**config.mk**
```make
export PLATFORM = sky130hd
export DESIGN_NAME = hlt_ctrl
export DESIGN_NICKNAME = d
export VERILOG_FILES = /design/src/hw/rtl/hlt_pkg.sv /design/src/hw/rtl/hlt_ctrl.sv
export SDC_FILE = /design/constraint.sdc
export NUM_CORES = 1
export LEC_CHECK = 0
export BUFFER_PORTS_ARGS = -buffer_cell sky130_fd_sc_hd__buf_4
export CORE_AREA = 2 2 39 41
export CTS_BUF_LIST = sky130_fd_sc_hd__clkbuf_8
export CTS_CLUSTER_DIAMETER = 60
export DETAILED_ROUTE_END_ITERATION = 16
export DIE_AREA = 0 0 41 43
export GPL_TIMING_DRIVEN = 0
export PLACE_DENSITY = 0.51
export SYNTH_ARGS = -nofsm -noshare
export SYNTH_HDL_FRONTEND = slang
export SYNTH_SLANG_ARGS = --single-unit
```
**constraint.sdc**
```tcl
create_clock -name clock -period 1.6 [get_ports clock]
set_input_delay 0.08 -clock clock [delete_from_list [all_inputs] [get_ports clock]]
set_output_delay 0.08 -clock clock [all_outputs]
set_load 0.005 [all_outputs]
```
**src/hw/rtl/hlt_pkg.sv**
```systemverilog
`timescale 1ns / 1ps
// ----------------------------------------------------------------------------
// hlt_pkg
// Shared types and constants of the heartbeat liveness table: field widths,
// status and register codes, controller states and the control/status
// bundles that run between controller and datapath.
// ----------------------------------------------------------------------------
package hlt_pkg;

   // field widths
   localparam int ID_W       = 31;
   localparam int TIME_W     = 64;
   localparam int STATUS_W   = 3;
   localparam int SLOT_W     = 6;
   localparam int COUNT_W    = 7;
   localparam int ENTRY_W    = ID_W + TIME_W;
   localparam int CSR_IDX_W  = 2;
   localparam int CSR_DATA_W = 64;

   // register indexes
   localparam logic [CSR_IDX_W-1:0] CSR_TIMEOUT_LIMIT  = 2'd0;
   localparam logic [CSR_IDX_W-1:0] CSR_ENTRIES_IN_USE = 2'd1;

   // register reset values
   localparam logic [COUNT_W-1:0] ENTRIES_RESET = 7'd64;

   // transaction modes
   localparam logic MODE_HEARTBEAT = 1'b0;
   localparam logic MODE_SWEEP     = 1'b1;

   // result status codes
   localparam logic [STATUS_W-1:0] STATUS_REFRESHED = 3'd0;
   localparam logic [STATUS_W-1:0] STATUS_CLAIMED   = 3'd1;
   localparam logic [STATUS_W-1:0] STATUS_FULL      = 3'd2;
   localparam logic [STATUS_W-1:0] STATUS_SWEPT     = 3'd3;
   localparam logic [STATUS_W-1:0] STATUS_SWEEP_OFF = 3'd4;
   localparam logic [STATUS_W-1:0] STATUS_BAD_ID    = 3'd5;

   // controller states
   typedef enum logic [2:0] {
      S_CLEAR,
      S_IDLE,
      S_DISPATCH,
      S_SCAN,
      S_DRAIN,
      S_COMMIT,
      S_RESP
   } state_type;

   // controller to datapath
   typedef struct packed {
      logic clear_write;
      logic load_req;
      logic scan_read;
      logic commit;
      logic resp_load;
   } ctl_cmd_type;

   // datapath to controller
   typedef struct packed {
      logic clear_last;
      logic scan_last;
      logic skip_scan;
      logic out_free;
   } ctl_stat_type;

endpackage

```
**src/hw/rtl/hlt_ctrl.sv**
```systemverilog
`timescale 1ns / 1ps
// ----------------------------------------------------------------------------
// hlt_ctrl
// Sequencer of the liveness table: clearing pass after reset, then per
// transaction a dispatch, a scan over the active slots, a drain and a commit
// (skipped when no scan is needed) and the hand-over to the result register.
// ----------------------------------------------------------------------------
module hlt_ctrl
   import hlt_pkg::*;
(
   input  logic         clock,
   input  logic         reset,
   input  logic         req_valid,
   output logic         req_stall,
   input  ctl_stat_type stat,
   output ctl_cmd_type  cmd
);

   state_type state_ff;
   state_type state_in;

   // state register
   always_ff @(posedge clock) begin
      if (reset) begin
         state_ff <= S_CLEAR;
      end else begin
         state_ff <= state_in;
      end
   end

   // next state and commands
   always_comb begin
      state_in = state_ff;
      cmd      = '0;
      unique case (state_ff)
         S_CLEAR: begin
            cmd.clear_write = 1'b1;
            if (stat.clear_last) begin
               state_in = S_IDLE;
            end
         end
         S_IDLE: begin
            if (req_valid) begin
               cmd.load_req = 1'b1;
               state_in     = S_DISPATCH;
            end
         end
         S_DISPATCH: begin
            if (stat.skip_scan) begin
               state_in = S_RESP;
            end else begin
               state_in = S_SCAN;
            end
         end
         S_SCAN: begin
            cmd.scan_read = 1'b1;
            if (stat.scan_last) begin
               state_in = S_DRAIN;
            end
         end
         S_DRAIN: begin
            state_in = S_COMMIT;
         end
         S_COMMIT: begin
            cmd.commit = 1'b1;
            state_in   = S_RESP;
         end
         S_RESP: begin
            if (stat.out_free) begin
               cmd.resp_load = 1'b1;
               state_in      = S_IDLE;
            end
         end
         default: begin
            state_in = S_IDLE;
         end
      endcase
   end

   assign req_stall = (state_ff != S_IDLE);

   // clearing pass only ever ends in idle
   a_clear_exit: assert property (@(posedge clock) disable iff (reset)
      state_ff == S_CLEAR |=> state_ff == S_CLEAR || state_ff == S_IDLE)
      else $error("clearing pass left to a state other than idle");

   // commit is a single cycle followed by the response
   a_commit_next: assert property (@(posedge clock) disable iff (reset)
      state_ff == S_COMMIT |=> state_ff == S_RESP)
      else $error("commit not followed by response");

endmodule

```
==> impl_results.md <==
* Critical path required time at 1.52 ns
* First-pass GRT wire length at 1007 um
* Ys Warns at 0
* Max_slew headroom at 0.8094
* Mapped Cells at 34
* Final net count at 58
* Ys flop type: dfxtp_1
* Die height at 43 um
* DP HPWL at 516.4 um
* Async S/R FF share, synth at 0
* Fin crit share at 0.9432
* Router iterations before antenna repair at 4
* Clock slew at reported path FFs at 0.03 ns
* Met1 usage at 0.09904
* Total gr overflow at 0
* Seq/Total Area, Yosys at 0.2212
* Shortest period the worst path allows at 1.509 ns
* Clock Sinks at 3
* HP Class: in2reg
* Final ANT Viol Nets at 0
* Setup repair bufs after CTS at 0
* Regs by FF count: state_ff x3
* Cell variety after synth at 21
* Gp weighted congestion at 0.7524
* Mean post-synth cell area at 7.986 um2
* TritonCTS clock tree: yes
* Share of cells above drive strength 1 at 0.4800
* Slew @ Worst Pin at 0.2847 ns
* Max FO, Critical Path at 9
* Post-synth EDFFs at 0
* Final Hold Vio Count at 0
* Drt total wl at 674 um
* Layout overhead on the synthesized area at 58.06%
* Final setup viols at 0
* Setup CP Type: reg2out
* Routed len/inst at 10.21 um
* Via count at 302
* Met2 usage at 0.1344
* Largest reg by FF count: state_ff
* Power per cell area at 1222 nW/um2
* Hold WS at 0.04909 ns
* Setup tns final at 0 ns
* Max FFs per register at 3
* Die X-Extent at 41 um
* Finished Cell Area at 429.2 um2
* Largest net degree at the start of global routing at 11
* Core area at 1384 um2
* GR Util met3 at 0.01571
* GR peak layer: met2
* Setup slack after layout at 0.09080 ns
* Status: finished clean
* CTS Buf Count at 3
* Diode count at 0
* Worst slack at placement at 0.3047 ns
* # IOs at 13
* Clk_lat worst skew at 0.21 ns
* Initial antenna violation count at 0
* All-Layer GR Usage at 0.08317
* Cell Area, Synth at 271.5 um2
* Total Power at 0.5246 mW
* Placed Area at 381.6 um2
* WP data arrival at 1.43 ns
* DRC at 0
* Vias per cell at 4.576
* H-Tree Level Count at 1
* Full die area at 1763 um2
* Vias in the first global route at 250
* LEAKAGE at 0.1823 nW
* F_max at 662.6 MHz
* Cell row count at 14
* Final Max Tran Viols at 0
* Crit start category: register
* RSZ-0062 raised after global routing: false
* Port Buffers at 12
* Peak VDD IR at 405.4 uV
* Clock root buffer: clkbuf_8
* DRT iter0 DRCs at 2
* Starting density of the core at 0.1962
* MaxCap Viol Count at 0
* CTS Buffer Depth at 2
* Syn Nets at 41
* #FFs+latches synth at 3
* CP Capture Type: output port
* Clock skew at 0.003500 ns
[power by group]
| part | total [mW] | switching [mW] | internal, mW |
|---|---|---|---|
| registers | 0.101 | 0.0108 | 0.0906 |
| logic | 0.212 | 0.0957 | 0.116 |
| clock network | 0.211 | 0.0482 | 0.163 |
[cell usage after synthesis (2+ instances only)]
master	instances	area share
a21oi_1	3	0.055
buf_4	2	0.055
dfxtp_1	3	0.22
inv_1	3	0.041
nand2_1	2	0.028
nor2_1	3	0.041
nor3_1	3	0.055
or3_1	2	0.046
[layer usage]
metal / share of wire / wire [um]
met1: 0.39 / 263
met2: 0.52 / 351
met3: 0.088 / 59
met4: 0 / 0
met5: 0 / 0
[worst max-delay path, stage by stage, from the launching register on]
cell,delay [ns]
dfxtp_1,0.29
buf_4,0.14
inv_1,0.08
or3_2,0.50
nor2_2,0.09
buf_4,0.11
[path summary, 6_finish.rpt]
| check | from | endpoint | slack, ns | cells after the start |
|---|---|---|---|---|
| min | reset | state_ff[1] | 0.05 | 2 |
| max | state_ff[0] | cmd[3] | 0.09 | 5 |
| max reg2reg | state_ff[2] | state_ff[2] | 0.34 | 4 |
| min reg2reg | state_ff[2] | state_ff[2] | 0.60 | 2 |
[layout by cell type (no fill, tap or decap)]
cell type	instances
a21oi_1	3
mux2_2	1
nor4b_4	1
o21ai_0	1
nor2_1	2
buf_4	14
clkbuf_8	3
or3_1	2
dfxtp_1	3
a32oi_1	1
a311oi_1	1
nor3b_1	1
o32ai_1	1
nor3_1	3
or3_2	1
inv_1	4
buf_6	1
and4bb_2	1
nand2b_1	1
and3_1	1
or2_2	1
nand2_1	2
nor2_2	1
[cell families (layout without fill, tap and decap cells)]
| logic type | Yosys count | in the layout | synth area share |
|---|---|---|---|
| buffers and inverters | 6 | 22 | 0.1382 |
| multiplexers | 1 | 1 | 0.04147 |
| AO/OA/AOI/OAI | 7 | 7 | 0.1705 |
| AND/OR/NAND/NOR | 17 | 17 | 0.4286 |
| flip-flops | 3 | 3 | 0.2212 |
[final cells by class]
| type | instances | area [um2] |
|---|---|---|
| repair buffers | 12 | 90.09 |
| well taps | 16 | 20.02 |
| plain buffers | 3 | 26.28 |
| clock buffers | 3 | 41.29 |
| flip-flops and latches | 3 | 60.06 |
| clock inverters | 1 | 3.754 |
| inverters | 3 | 11.26 |
| multi-input cells | 25 | 176.4 |
| fillers | 154 | 954.7 |
[through the flow]
step | util | std cells
2_1_floorplan | - | 34
3_3_place_gp | 0.2758 | 62
3_5_place_dp | 0.2758 | 62
4_1_cts | 0.3083 | 66
5_1_grt | 0.3101 | 66
6_report | 0.3101 | 66
[what timing repair did]
item / in CTS / in global routing
hold buffers: 0 / 0
resized for setup: 0 / 1
endpoints found under the setup margin: 0 / 1
No activity file was read; power rests on OpenSTA's default activity.
